[src/design/pte_pkg.sv]
// Shared constants, codes and types of the prefix trie engine.
package pte_pkg;

   localparam int NODE_COUNT    = 1024;
   localparam int ALPHABET_SIZE = 26;
   localparam int LINK_DEPTH    = NODE_COUNT * ALPHABET_SIZE;

   localparam int NODE_W   = $clog2(NODE_COUNT);
   localparam int FREE_W   = NODE_W + 1;
   localparam int LINK_AW  = $clog2(LINK_DEPTH);
   localparam int KIND_W   = 2;
   localparam int LETTER_W = 5;

   // request kinds; the unused code behaves as prefix search
   localparam logic [KIND_W-1:0] REQ_INSERT = 2'd0;
   localparam logic [KIND_W-1:0] REQ_SEARCH = 2'd1;
   localparam logic [KIND_W-1:0] REQ_PREFIX = 2'd2;

   typedef enum logic [2:0] {
      ST_CLEAR,
      ST_IDLE,
      ST_LOOKUP,
      ST_FINISH,
      ST_REPLY
   } state_type;

   typedef struct packed {
      logic              en;
      logic [LINK_AW-1:0] addr;
      logic [NODE_W-1:0]  data;
   } link_wr_type;

   typedef struct packed {
      logic              en;
      logic [NODE_W-1:0] addr;
      logic              data;
   } term_wr_type;

   typedef struct packed {
      logic valid;
      logic hit;
      logic no_room;
   } result_type;

endpackage

[src/design/pte_walker.sv]
// Walk sequencer: clearing pass, per-letter link lookup and allocation, word results.
module pte_walker (
   input  logic                          clock,
   input  logic                          reset,
   input  logic                          req_valid,
   output logic                          req_stall,
   input  logic [pte_pkg::KIND_W-1:0]    req_type,
   input  logic [pte_pkg::LETTER_W-1:0]  req_letter,
   input  logic                          req_last_letter,
   input  logic                          req_empty_word,
   input  logic                          out_free,
   output pte_pkg::result_type           result,
   output logic [pte_pkg::LINK_AW-1:0]   link_raddr,
   input  logic [pte_pkg::NODE_W-1:0]    link_rdata,
   output pte_pkg::link_wr_type          link_wr,
   output logic [pte_pkg::NODE_W-1:0]    term_raddr,
   input  logic                          term_rdata,
   output pte_pkg::term_wr_type          term_wr
);
   import pte_pkg::*;

   state_type          state_ff, state_in;
   logic [LINK_AW-1:0] clear_ff, clear_in;
   logic [KIND_W-1:0]  kind_ff, kind_in;
   logic               last_ff, last_in;
   logic [LINK_AW-1:0] slot_ff, slot_in;
   logic [NODE_W-1:0]  walk_node_ff, walk_node_in;
   logic               walk_failed_ff, walk_failed_in;
   logic               pool_exh_ff, pool_exh_in;
   logic [FREE_W-1:0]  next_free_ff, next_free_in;

   logic accept;
   logic letter_bad;
   logic clear_done;
   logic pool_full;
   logic [LINK_AW-1:0] slot;

   assign accept     = req_valid && (state_ff == ST_IDLE);
   assign letter_bad = 32'(req_letter) >= ALPHABET_SIZE;
   assign clear_done = clear_ff == LINK_AW'(LINK_DEPTH - 1);
   assign pool_full  = next_free_ff >= FREE_W'(NODE_COUNT);
   assign slot       = LINK_AW'(walk_node_ff) * LINK_AW'(ALPHABET_SIZE) + LINK_AW'(req_letter);

   // next state
   always_comb begin
      state_in = state_ff;
      case (state_ff)
         ST_CLEAR: begin
            if (clear_done) state_in = ST_IDLE;
         end
         ST_IDLE: begin
            if (accept) begin
               if (req_empty_word) begin
                  state_in = ST_FINISH;
               end else if (walk_failed_ff || letter_bad) begin
                  state_in = req_last_letter ? ST_FINISH : ST_IDLE;
               end else begin
                  state_in = ST_LOOKUP;
               end
            end
         end
         ST_LOOKUP: state_in = last_ff ? ST_FINISH : ST_IDLE;
         ST_FINISH: state_in = ST_REPLY;
         ST_REPLY: begin
            if (out_free) state_in = ST_IDLE;
         end
         default: state_in = ST_CLEAR;
      endcase
   end

   // outputs: stall, memory accesses and result
   always_comb begin
      req_stall      = state_ff != ST_IDLE;
      link_raddr     = slot;
      term_raddr     = walk_node_ff;
      link_wr        = '0;
      term_wr        = '0;
      result         = '0;
      case (state_ff)
         ST_CLEAR: begin
            link_wr.en   = 1'b1;
            link_wr.addr = clear_ff;
            term_wr.en   = 32'(clear_ff) < NODE_COUNT;
            term_wr.addr = clear_ff[NODE_W-1:0];
         end
         ST_LOOKUP: begin
            // allocate a missing child for an insert while the node pool has room
            link_wr.en   = (link_rdata == '0) && (kind_ff == REQ_INSERT) && !pool_full;
            link_wr.addr = slot_ff;
            link_wr.data = next_free_ff[NODE_W-1:0];
         end
         ST_REPLY: begin
            result.valid = out_free;
            case (kind_ff)
               REQ_INSERT: begin
                  result.hit     = !walk_failed_ff;
                  result.no_room = walk_failed_ff && pool_exh_ff;
                  term_wr.en     = out_free && !walk_failed_ff;
                  term_wr.addr   = walk_node_ff;
                  term_wr.data   = 1'b1;
               end
               REQ_SEARCH: result.hit = !walk_failed_ff && term_rdata;
               default:    result.hit = !walk_failed_ff;
            endcase
         end
         default: ;
      endcase
   end

   // walk state updates
   always_comb begin
      clear_in       = clear_ff;
      kind_in        = kind_ff;
      last_in        = last_ff;
      slot_in        = slot_ff;
      walk_node_in   = walk_node_ff;
      walk_failed_in = walk_failed_ff;
      pool_exh_in    = pool_exh_ff;
      next_free_in   = next_free_ff;
      case (state_ff)
         ST_CLEAR: clear_in = clear_ff + LINK_AW'(1);
         ST_IDLE: begin
            if (accept) begin
               kind_in = req_type;
               last_in = req_last_letter;
               slot_in = slot;
               if (!req_empty_word && letter_bad) walk_failed_in = 1'b1;
            end
         end
         ST_LOOKUP: begin
            if (link_rdata != '0) begin
               walk_node_in = link_rdata;
            end else if (kind_ff != REQ_INSERT) begin
               walk_failed_in = 1'b1;
            end else if (pool_full) begin
               walk_failed_in = 1'b1;
               pool_exh_in    = 1'b1;
            end else begin
               walk_node_in = next_free_ff[NODE_W-1:0];
               next_free_in = next_free_ff + FREE_W'(1);
            end
         end
         ST_REPLY: begin
            // word done: back to the root
            if (out_free) begin
               walk_node_in   = '0;
               walk_failed_in = 1'b0;
               pool_exh_in    = 1'b0;
            end
         end
         default: ;
      endcase
   end

   // control registers
   always_ff @(posedge clock) begin
      if (reset) begin
         state_ff       <= ST_CLEAR;
         clear_ff       <= '0;
         walk_node_ff   <= '0;
         walk_failed_ff <= 1'b0;
         pool_exh_ff    <= 1'b0;
         next_free_ff   <= FREE_W'(1);
      end else begin
         state_ff       <= state_in;
         clear_ff       <= clear_in;
         walk_node_ff   <= walk_node_in;
         walk_failed_ff <= walk_failed_in;
         pool_exh_ff    <= pool_exh_in;
         next_free_ff   <= next_free_in;
      end
   end

   // request capture
   always_ff @(posedge clock) begin
      kind_ff <= kind_in;
      last_ff <= last_in;
      slot_ff <= slot_in;
   end

endmodule

[config.mk]
export PLATFORM = sky130hd
export DESIGN_NAME = pte_walker
export DESIGN_NICKNAME = d
export VERILOG_FILES = /design/src/design/pte_pkg.sv /design/src/design/pte_walker.sv
export SDC_FILE = /design/constraint.sdc
export NUM_CORES = 1
export LEC_CHECK = 0
export BUFFER_PORTS_ARGS = -buffer_cell sky130_fd_sc_hd__clkbuf_2
export CELL_PAD_IN_SITES_DETAIL_PLACEMENT = 0
export CELL_PAD_IN_SITES_GLOBAL_PLACEMENT = 1
export CORE_MARGIN = 5
export CORE_UTILIZATION = 29
export CTS_BUF_LIST = sky130_fd_sc_hd__clkbuf_16
export DETAILED_ROUTE_END_ITERATION = 7
export PLACE_DENSITY = 0.6
export REMOVE_ABC_BUFFERS = 1
export SLEW_MARGIN = 10
export SYNTH_ARGS = -nofsm -noshare
export SYNTH_HDL_FRONTEND = slang
export SYNTH_SLANG_ARGS = --single-unit
[constraint.sdc]
create_clock -name clock -period 3.2 [get_ports clock]
set_input_delay 0.16 -clock clock [delete_from_list [all_inputs] [get_ports clock]]
set_output_delay 0.16 -clock clock [all_outputs]
set_load 0.01 [all_outputs]
==> results.toml <==
[final_layout]
antenna_cells = 0
layout-area-overhead-vs-synth_pct = 47.68
n_fill_cell = 1403
drive_gt1_share_pct = 39.77
num-nets-final = 678

[detailed_routing]
detail_route.wl_per_cell_um = 16.11
route.detailed.vias_per_inst = 4.871
finalWirelength_mm = 12.90
drt-pass1-iter-count = 4
antenna_violating_nets_post_route = 0
number_of_drc_violations_after_detailed_routing = 0
violation_count_after_the_first_detailed_routing_iteration = 155
vias = 3902

[yosys]
synth_area_per_cell_um2 = 8.697
post-synth-top-count-cell = "dfxtp_1"
synthDominantCellAreaShare_pct = 20.30
mappedNetlistArea_mm2 = 0.004044
post_synth_most_frequent_cells = "41 x dfxtp_1, 39 x a21oi_1, 37 x nor2_1, 36 x inv_1, 34 x nand2_1"
synth_flop_cell = "dfxtp_1"
yosysWarningCount = 0
yosysTopAreaCell = "dfxtp_1"
synthArstFlopShare_pct = 0
synth_sequential_area_ratio_pct = 33.66
ys_seq_elements = 59
number_of_flops_mapped_to_enable_cells_by_yosys = 18
netlist_instances = 465
post_synth_num_cell_types = 56
synth.top_cells.by_area = "dfxtp_1 20%, edfxtp_1 13%, ha_1 9.3%, a21oi_1 4.8%, a22o_1 4.8%"

[run]
maxCapViolCount = 0

[worst_setup_path]
worstPathArrival_ps = 3320
crit_path_start_kind = "flop"
critical_path_class = "flop to primary output"
critical_path_sink_type = "primary output"
worst_ep_required_time_ps = 3040
critical_path_peak_fanout = 3

[timing]
fin_crit_sh_pct = 108.9
timing.final.hold_violations = 0
worst_clock_skew_ps = 9.208
fin_tns_setup_ps = -1250
relSlewSlack_pct = 36.81
grt_setup_unrepaired = "true"
post_route_worst_hold_slack_ps = 15.03
worst_slew_pin_slew_ps = 947.9
setup_viol = 7
achievable-frequency_mhz = 287.1
final-max-slew-violation-count = 0
fin_crit_ps = 3483
layout_setup_ws_ps = -283.4

[floorplan]
fp.dieArea_mm2 = 0.01641
start_util_pct = 29.36
die-width_um = 128.1
num_rows = 43
design.core.area_mm2 = 0.01377
die_h_um = 128.1
count_of_boundary_i_o_pins = 91

[clock_network]
worst_setup_hold_path_clk_slew_ps = 60
numCtsBuffers = 9
cts_tree = "built"
h-tree-depth = 3
insertion_delay_ps = 340
cts.sinks = 59
clock_path_buffers = 2
clk_root_buffer_cell = "clkbuf_16"

[worst_hold_path]
min-delay-path-class = "input port to flop"

[global_routing]
first_global_vias = 4095
grtUsageTotal_pct = 16.25
grt_max_degree = 42
grt_pass1_wl_mm = 21.09
antenna_found_initial = 0
overflow = 0

[place]
placement.io_buffers = 90
hpwlAfterDp_mm = 9.716
detailedPlace.worstSlack_ps = -155.2
gp_congestion = 0.8649

[power]
worst_ir_drop_vdd_v = 0.0002634
powerDensity_mw_per_mm2 = 503.1
total_leakage_power_nw = 2.603

[run_status]
violated_checks = "negative setup slack"
outcome = "complete, but fails checks"
## per-stage QoR
stage / util [%] / std cells / power (W) / area [µm²]
final: 43.36 / 801 / 0.003004 / 5972
after global routing: 43.36 / 801 / 0.003189 / 5972
after CTS: 42.79 / 801 / 0.003004 / 5893
after detailed placement: 36.56 / 766 / 0.001897 / 5036
after global placement: 36.56 / 766 / 0.001886 / 5036
after floorplan: - / 442 / 0.001462 / 3945
## path summary, 6_finish.rpt
path              startpoint              to  slack, ps  depth (start not counted)
max            term_raddr[2]  link_raddr[14]       -280                         11
max reg2reg    term_raddr[2]     slot_ff[14]        -20                         11
min          req_last_letter         last_ff         20                          1
min reg2reg      pool_exh_ff     pool_exh_ff        470                          2
## power by group
part           internal (W)  switching (W)
clock              0.000593       0.000344
combinational      0.000502       0.000604
sequential         0.000869      0.0000928
## worst max-delay path, stage by stage, from the launching register on
cell	delay (ps)
dfxtp_4	360
ha_4	240
fa_2	560
ha_4	210
buf_6	120
a211oi_4	270
nor2_2	90
nor4_4	310
nand3_2	120
nor4_2	270
xor3_1	290
clkbuf_2	150
## layout make-up
type	instances	area, µm²	share of cell area [%]
well taps	180	225.2	3.771
clock inverters	7	61.31	1.027
inverters	36	135.1	2.263
multi-input cells	347	2900	48.56
clock buffers	9	225.2	3.771
flip-flops and latches	59	1385	23.19
repair buffers	163	1040	17.41
## routing by layer
metal  track usage (%)  part of all wire [%]  up-vias
met1             20.22                    44     1858
met5                 0                     0        -
met4             5.181                   2.1        0
li1                  -                     -     1951
met2             27.82                    50       77
met3             3.750                   4.3       16
## timing repair
action / 4_1_cts / 5_1_grt
gates resized for setup: 83 / 20
endpoints found under the setup margin: 10 / 12
hold endpoints to repair: 2 / 0
hold buffers: 2 / 0
setup buffers: 21 / 4
pin swaps: 41 / 12
## cell usage in the layout (no fill, tap or decap), drive strengths merged, types with 2 or more instances in the layout
master	instances
a211oi	5
a21boi	2
a21o	5
a21oi	39
a22o	22
a31oi	3
and2	12
and3	11
buf	77
clkbuf	93
clkinv	5
dfxtp	41
dlygate4sd3	2
edfxtp	18
fa	8
ha	30
inv	37
nand2	34
nand2b	5
nand3	6
nand4	8
nor2	37
nor2b	2
nor3	14
nor3b	5
nor4	6
o21ai	17
o22ai	2
or2	2
or3	19
xnor2	12
xor2	21
## sequential cells by signal, indices dropped and copies added (netlist names)
name	count
kind_ff	2
term_raddr	10
pool_exh_ff	1
walk_failed_ff	1
slot_ff	15
last_ff	1
state_ff	3
clear_ff	15
next_free_ff	11
## logic make-up (layout without fill, tap and decap cells)
logic type	Yosys count	after routing	share of synthesized area, %
flip-flops	59	59	33.66
AO/OA/AOI/OAI	106	106	17.02
buffers and inverters	59	215	5.786
multiplexers	1	1	0.2475
XOR/XNOR	34	34	7.735
adder cells (fa/ha/maj)	38	38	13.24
AND/OR/NAND/NOR	168	168	22.31
Note: power is estimated with default switching activity, not from simulation.
