`src/design/pte_ram.sv`:
```
// Generic single write, single read synchronous RAM with registered read data.
module pte_ram #(
   parameter int WIDTH = 8,
   parameter int DEPTH = 16
) (
   input  logic                     clock,
   input  logic                     wr_en,
   input  logic [$clog2(DEPTH)-1:0] wr_addr,
   input  logic [WIDTH-1:0]         wr_data,
   input  logic [$clog2(DEPTH)-1:0] rd_addr,
   output logic [WIDTH-1:0]         rd_data
);

   logic [WIDTH-1:0] mem [DEPTH];
   logic [WIDTH-1:0] rd_data_ff;

   // write port
   always_ff @(posedge clock) begin
      if (wr_en) begin
         mem[wr_addr] <= wr_data;
      end
   end

   // read port, registered read data
   always_ff @(posedge clock) begin
      rd_data_ff <= mem[rd_addr];
   end

   assign rd_data = rd_data_ff;

endmodule

```
`config.mk`:
```
export PLATFORM = sky130hd
export DESIGN_NAME = pte_ram
export DESIGN_NICKNAME = d
export VERILOG_FILES = /design/src/design/pte_ram.sv
export SDC_FILE = /design/constraint.sdc
export NUM_CORES = 1
export LEC_CHECK = 0
export ABC_CLOCK_PERIOD_IN_PS = 2200
export BUFFER_PORTS_ARGS = -buffer_cell sky130_fd_sc_hd__buf_4
export CELL_PAD_IN_SITES_DETAIL_PLACEMENT = 0
export CELL_PAD_IN_SITES_GLOBAL_PLACEMENT = 1
export CORE_ASPECT_RATIO = 1.2
export CORE_MARGIN = 5
export CORE_UTILIZATION = 45
export CTS_CLUSTER_SIZE = 30
export DETAILED_ROUTE_END_ITERATION = 16
export PLACE_DENSITY_LB_ADDON = 0.1
export SETUP_SLACK_MARGIN = 0.05
export SYNTH_ARGS = -nofsm -noshare
export SYNTH_HDL_FRONTEND = slang
export SYNTH_SLANG_ARGS = --single-unit
```
`constraint.sdc`:
```
create_clock -name clock -period 2.2 [get_ports clock]
set_input_delay 0.22 -clock clock [delete_from_list [all_inputs] [get_ports clock]]
set_output_delay 0.22 -clock clock [all_outputs]
set_load 0.005 [all_outputs]
```
==> impl_metrics.csv, run 1 <==
group,metric,value,unit
clock_network,clockBufferDepth,2,
synth,ys.flop_type,"edfxtp_1",
placed_design,dp_hpwl,6450,um
clock_network,h-tree-depth,4,
placed_design,io_buffers,25,
power_and_ir_drop,clockPowerShare,48.6,%
synth,yosys-top-cells-count,"edfxtp_1 (128), mux4_2 (18), a22oi_1 (16), mux4_1 (14), nor2_1 (13)",
synth,synth_nets,247,
clock_network,clk_pin_slew,50,ps
power_and_ir_drop,p_int,0.00510,W
die,rows,42,
setup_path,crit_end,"rd_data[2]$_DFF_P_",
sta,fin_skew,3.19,ps
sta,worst_slack,810,ps
global_route,overflow,0,
global_route,gr-usage-all-layers,15.7,%
global_route,grt_pass1_wl,15300,um
synth,ys_top_cells_by_area,"edfxtp_1 (75%), mux4_2 (7.9%), mux4_1 (7.1%), dfxtp_1 (3.1%), a22oi_1 (2.3%)",
die,coreArea,11100,um2
power_and_ir_drop,vdd_ir_drop_max,0.516,mV
sta,worstMarginPinSlew,576,ps
setup_path,r2r_cells,3,
route,post_drt_wl_per_cell,21.8,um
global_route,antenna_found_initial,0,
clock_network,clock_sinks,136,
setup_path,cp_data_required_time,2480,ps
finish,finalInstanceArea,6250,um2
synth,synth_area_leader_cell,"edfxtp_1",
finish,antennaDiodeCount,0,
setup_path,worstReg2RegStart,"mem[5][2]$_DFFE_PP_",
sta,setup_viol,0,
hold_path,worstHoldStart,"wr_data[6]",
clock_network,cts_root_buf,"clkbuf_16",
finish,multi_input_area,1060,um2
route,route.antenna.remaining_nets,0,
power_and_ir_drop,leakagePower,2.15,nW
sta,maxSlewHeadroom,61.4,%
clock_network,clk_latency,400,ps
die,design.die.area,13700,um2
finish,final_nets,302,
synth,yosysMostFrequentCell,"edfxtp_1",
route,drt-initial-drc-count,112,
die,initial_utilization,46.2,%
synth,synth_edf_count,128,
route,drc,0,
setup_path,r2r_end,"rd_data[2]$_DFF_P_",
synth,async_flop_share,0,%
clock_network,cts_hold_buf,0,
clock_network,numCtsBuffers,17,
route,drt-total-wl,9830,um
die,io_pins,26,
setup_path,arrival,1670,ps
finish,seq_area,4000,um2
power_and_ir_drop,seqPwrFrac,46.9,%
hold_path,hold_path_class,"input pin to register",
finish,fill_cells,893,
route,viasPerCell,5.36,
sta,hold_violations,0,
synth,yosysWarningCount,0,
run,cap_violations,0,
placed_design,dpl.cell_count,419,
synth,netlist_area,5150,um2
setup_path,cp-end-kind,"register",
hold_path,hold_depth,1,
power_and_ir_drop,power_density,994,nW/um2
sta,grt_setup_unrepaired,"no",
status,outcome,"finished clean",
synth,yosysTopAreaCellShare,74.7,%
sta,tns,0,ps
route,firstDrtPassIters,4,
synth,synth-seq-cells,136,
setup_path,critPathLaunchType,"register",
setup_path,worstSetupStartpoint,"mem[5][2]$_DFFE_PP_",
setup_path,worstPathMaxFanout,1,
die,die_h,127,um
die,die_w,108,um
placed_design,placed_area,5600,um2
setup_path,crit_type,"register to register",
power_and_ir_drop,p_sw,0.00111,W
finish,layout.cells.non_filler,451,
sta,timing.final.crit_share,63.2,%
global_route,grt_pass1_vias,2594,
finish,area_growth,21.4,%
synth,avgSynthCellArea,22.5,um2
sta,fin_crit,1390,ps
clock_network,cts_tree,"yes",
synth,synth_cell_type_count,19,
setup_path,r2r_setup_slack,810,ps
power_and_ir_drop,swShare,17.9,%
sta,whs,129,ps
clock_network,cts_resized,0,
power_and_ir_drop,power_frac_comb,4.5,%
placed_design,gp_congestion,0.719,
clock_network,post_cts_buffers,0,
synth,synthCells,229,
global_route,grt_start_max_net_pins,33,
synth,yosysSeqAreaShare,77.8,%
route,via_count,2418,
sta,drv_slew,0,
finish,drive_gt1_share,32.0,%
placed_design,dp_slack,377,ps
sta,max_freq,719,MHz
## stage by stage
step,utilization (%),total power [W]
6_report,56.1,0.00621
5_1_grt,56.1,0.00642
4_1_cts,56.1,0.00627
3_5_place_dp,50.3,0.00325
3_3_place_gp,50.3,0.00325
2_1_floorplan,-,0.00311
## worst min-delay path by stage
stage	endpoint	slack, ps
5_1_grt	mem[7][6]$_DFFE_PP_	130
4_1_cts	mem[7][6]$_DFFE_PP_	110
3_3_place_gp	mem[7][6]$_DFFE_PP_	520
3_5_place_dp	mem[7][6]$_DFFE_PP_	540
2_1_floorplan	mem[0][0]$_DFFE_PP_	320
6_report	mem[7][6]$_DFFE_PP_	130
## layout by cell type (no fill, tap or decap)
master       n
nor3_1       4
clkinv_1     1
and2b_1      1
or3b_2       1
edfxtp_1   128
mux4_1      14
mux4_2      18
clkbuf_16   17
buf_4       46
nor2b_1      1
nand3_1      1
clkbuf_1     1
dfxtp_1      8
nand2b_1     2
bufinv_16    4
a22oi_1     16
nand2_1      9
nor2_1      13
clkinv_2     3
nand3b_1     2
and2_1       1
clkbuf_8     6
## critical path: stages (launching register included)
cell	delay, ps
edfxtp_1	360
mux4_1	540
a22oi_1	280
nand2_1	90
## cell families (layout without fill, tap and decap cells)
family	Yosys count	in the layout	share of synthesized area (%)
mux	32	32	15.0
flops	136	136	77.8
compound gates	16	16	2.33
buf+inv	10	78	1.68
simple gates	35	35	3.18
## sequential cells by signal, indices dropped and copies added (netlist names)
name / cells
mem: 128
rd_data: 8
## area by class of cell
type,instances,area share (%)
multi-input cells,83,16.9
well taps,154,3.08
clock buffers,24,8.19
clock inverters,8,2.22
repair buffers,46,5.53
flip-flops and latches,136,64.1
## power groups by stage
stage	Sequential [W]	Combinational, W	Clock [W]
floorplan	0.00296	0.000147	0
global placement	0.00297	0.000282	0
detailed placement	0.00297	0.000286	0
CTS	0.00292	0.000287	0.00306
global route	0.00292	0.000308	0.00319
finish	0.00291	0.000280	0.00302
## per-layer routing
layer  track usage [%]  vias up  wire [um]
met4              5.13        0         91
met3              3.88        8        321
met2              25.3       51       5040
met1              21.3     1276       4380
met5                 0        -          0
li1                  -     1083          -
Note: power is estimated with default switching activity, not from simulation.
==> inputs of run 2 (changes only) <==
- ABC_AREA: not set -> 1
- ABC_CLOCK_PERIOD_IN_PS: 2200 -> 1240
- CORE_UTILIZATION: 45 -> 44
- clock period: 2.2 -> 1.24 ns (I/O delays scaled with it)
==> impl_metrics.csv, run 2 <==
group,metric,value,unit
synth,netlist_area,5770,um2
sta,grt_setup_unrepaired,"no",
sta,tns,0,ps
synth,synthCells,551,
synth,avgSynthCellArea,10.5,um2
clock_network,post_cts_buffers,0,
clock_network,cts_hold_buf,0,
setup_path,worstPathMaxFanout,1,
die,die_h,135,um
route,route.antenna.remaining_nets,0,
route,post_drt_wl_per_cell,16.0,um
clock_network,cts_resized,0,
clock_network,clock_sinks,136,
setup_path,worstReg2RegStart,"mem[7][3]$_DFFE_PP_",
setup_path,cp_num_buf_inv,1,
hold_path,hold_path_class,"input pin to register",
finish,layout.cells.non_filler,780,
route,drt-total-wl,12500,um
clock_network,clk_pin_slew,60,ps
die,initial_utilization,45.1,%
synth,synth_edf_count,128,
clock_network,clockBufferDepth,2,
hold_path,worstHoldStart,"wr_data[2]",
power_and_ir_drop,seqPwrFrac,47.1,%
hold_path,hold_depth,1,
sta,hold_violations,0,
clock_network,cts_root_buf,"clkbuf_16",
finish,multi_input_area,1210,um2
power_and_ir_drop,power_frac_comb,6.2,%
global_route,grt_start_max_net_pins,49,
die,coreArea,12800,um2
sta,max_freq,961,MHz
synth,synth_nets,569,
global_route,gr-usage-all-layers,17.4,%
global_route,grt_pass1_vias,3641,
setup_path,cp_data_required_time,1120,ps
finish,regMostFlops,"mem",
sta,maxSlewHeadroom,79.4,%
setup_path,crit_type,"register to output port",
synth,yosysTopAreaCellShare,66.7,%
clock_network,cts_tree,"yes",
die,design.die.area,15500,um2
setup_path,arrival,920,ps
synth,ys_top_cells_by_area,"edfxtp_1 (67%), nand2_1 (11%), nand3_1 (8.4%), inv_1 (6.5%), dfxtp_1 (2.8%)",
placed_design,dpl.cell_count,748,
finish,fill_cells,1163,
sta,fin_crit,1040,ps
setup_path,r2r_end,"rd_data[3]$_DFF_P_",
setup_path,slowest_stage,"dfxtp_1",
synth,ys.flop_type,"edfxtp_1",
finish,seq_area,4000,um2
clock_network,clk_latency,400,ps
die,rows,45,
synth,yosys-top-cells-count,"nand2_1 (173), edfxtp_1 (128), inv_1 (100), nand3_1 (97), nor2_1 (17)",
sta,drv_slew,0,
power_and_ir_drop,swShare,20.6,%
synth,synth_cell_type_count,12,
power_and_ir_drop,power,0.0110,W
finish,final_common_cell,"nand2_1",
global_route,overflow,0,
power_and_ir_drop,p_int,0.00872,W
hold_path,holdPathEnd,"mem[1][2]$_DFFE_PP_",
power_and_ir_drop,clockPowerShare,46.7,%
synth,synth-seq-cells,136,
setup_path,critPathLaunchType,"register",
setup_path,r2r_setup_slack,250,ps
clock_network,h-tree-depth,4,
setup_path,crit_chain,"buf_4",
setup_path,critPathTopFamily,"flip-flops",
setup_path,r2r_cells,6,
global_route,antenna_found_initial,0,
synth,async_flop_share,0,%
route,drt-initial-drc-count,191,
setup_path,cp-end-kind,"output port",
route,firstDrtPassIters,4,
clock_network,numCtsBuffers,17,
synth,yosysSeqAreaShare,69.4,%
placed_design,io_buffers,25,
synth,yosysMostFrequentCell,"nand2_1",
route,drc,0,
power_and_ir_drop,p_sw,0.00226,W
finish,drive_gt1_share,14.6,%
synth,yosysWarningCount,0,
placed_design,gp_congestion,0.827,
sta,worstMarginPinSlew,309,ps
die,die_w,115,um
sta,timing.final.crit_share,83.9,%
run,cap_violations,0,
global_route,grt_pass1_wl,19900,um
status,outcome,"finished clean",
power_and_ir_drop,leakagePower,3.03,nW
finish,antennaDiodeCount,0,
placed_design,dp_hpwl,8070,um
finish,area_growth,20.0,%
power_and_ir_drop,vdd_ir_drop_max,1.04,mV
power_and_ir_drop,power_density,1590,nW/um2
finish,final_nets,621,
finish,largest_reg_flops,128,
sta,setup_viol,0,
finish,mostFrequentLayoutCells,"nand2_1 (173), edfxtp_1 (128), inv_1 (100)",
synth,synth_area_leader_cell,"edfxtp_1",
die,io_pins,26,
route,via_count,3732,
route,viasPerCell,4.78,
sta,fin_skew,5.65,ps
setup_path,cpPeakStageDelay,380,ps
run 2: changes by cell type in the layout (fill, tap and decap cells not counted), sizes merged, moves of 4 or more:
cell and delta:
nand2 +164, inv +104, nand3 +96, mux4 -32
a22oi -16, buf +11, nor2 +4, nor3 -4
run 2: power by group through the flow:
| stage | clock network, W | registers (W) | logic (W) |
|---|---|---|---|
| after floorplan | 0 | 0.00526 | 0.000363 |
| after global placement | 0 | 0.00527 | 0.000686 |
| after detailed placement | 0 | 0.00527 | 0.000691 |
| after CTS | 0.00523 | 0.00517 | 0.000694 |
| after global routing | 0.00544 | 0.00518 | 0.000767 |
| final | 0.00513 | 0.00517 | 0.000676 |
run 2: final cells by class:
| type | count | share of cell area (%) |
|---|---|---|
| Sequential cell | 136 | 57.8 |
| Multi-Input combinational cell | 289 | 17.5 |
| Timing Repair Buffer | 57 | 7.27 |
| Clock buffer | 21 | 6.80 |
| Inverter | 102 | 5.53 |
| Tap cell | 164 | 2.96 |
| Clock inverter | 11 | 2.08 |
run 2: per-layer routing:
metal | wire length [um] | GRT usage, % | vias to the layer above
met5 | 0 | 0 | -
met4 | 148 | 5.54 | 0
met1 | 5650 | 22.5 | 1784
li1 | - | - | 1876
met3 | 373 | 3.53 | 11
met2 | 6340 | 29.4 | 61
run 2: logic make-up (layout without fill, tap and decap cells):
kind of cell | count (synthesis) | count (layout) | share of synthesized area (%)
simple gates | 289 | 289 | 21.0
buf+inv | 126 | 191 | 9.52
flops | 136 | 136 | 69.4
run 2: worst max-delay path by stage:
stage,startpoint,to,slack [ps],cells after the start
floorplan,wr_addr[2],mem[10][0]$_DFFE_PP_,170,2
global route,mem[2][3]$_DFFE_PP_,rd_data[3]$_DFF_P_,150,6
detailed placement,rd_addr[0],rd_data[7]$_DFF_P_,20,8
global placement,rd_addr[0],rd_data[7]$_DFF_P_,4,8
CTS,rd_data[3]$_DFF_P_,rd_data[3],170,1
finish,rd_data[3]$_DFF_P_,rd_data[3],200,1
run 2: metrics by stage:
step / hold WS [ps] / cell area (um2) / util [%] / setup WS (ps)
floorplan: 223 / 5770 / - / 165
global placement: 456 / 6310 / 49.4 / 3.72
detailed placement: 466 / 6310 / 49.4 / 19.1
CTS: 37.0 / 6920 / 54.2 / 170
global route: 45.9 / 6920 / 54.2 / 154
finish: 40.4 / 6920 / 54.2 / 199
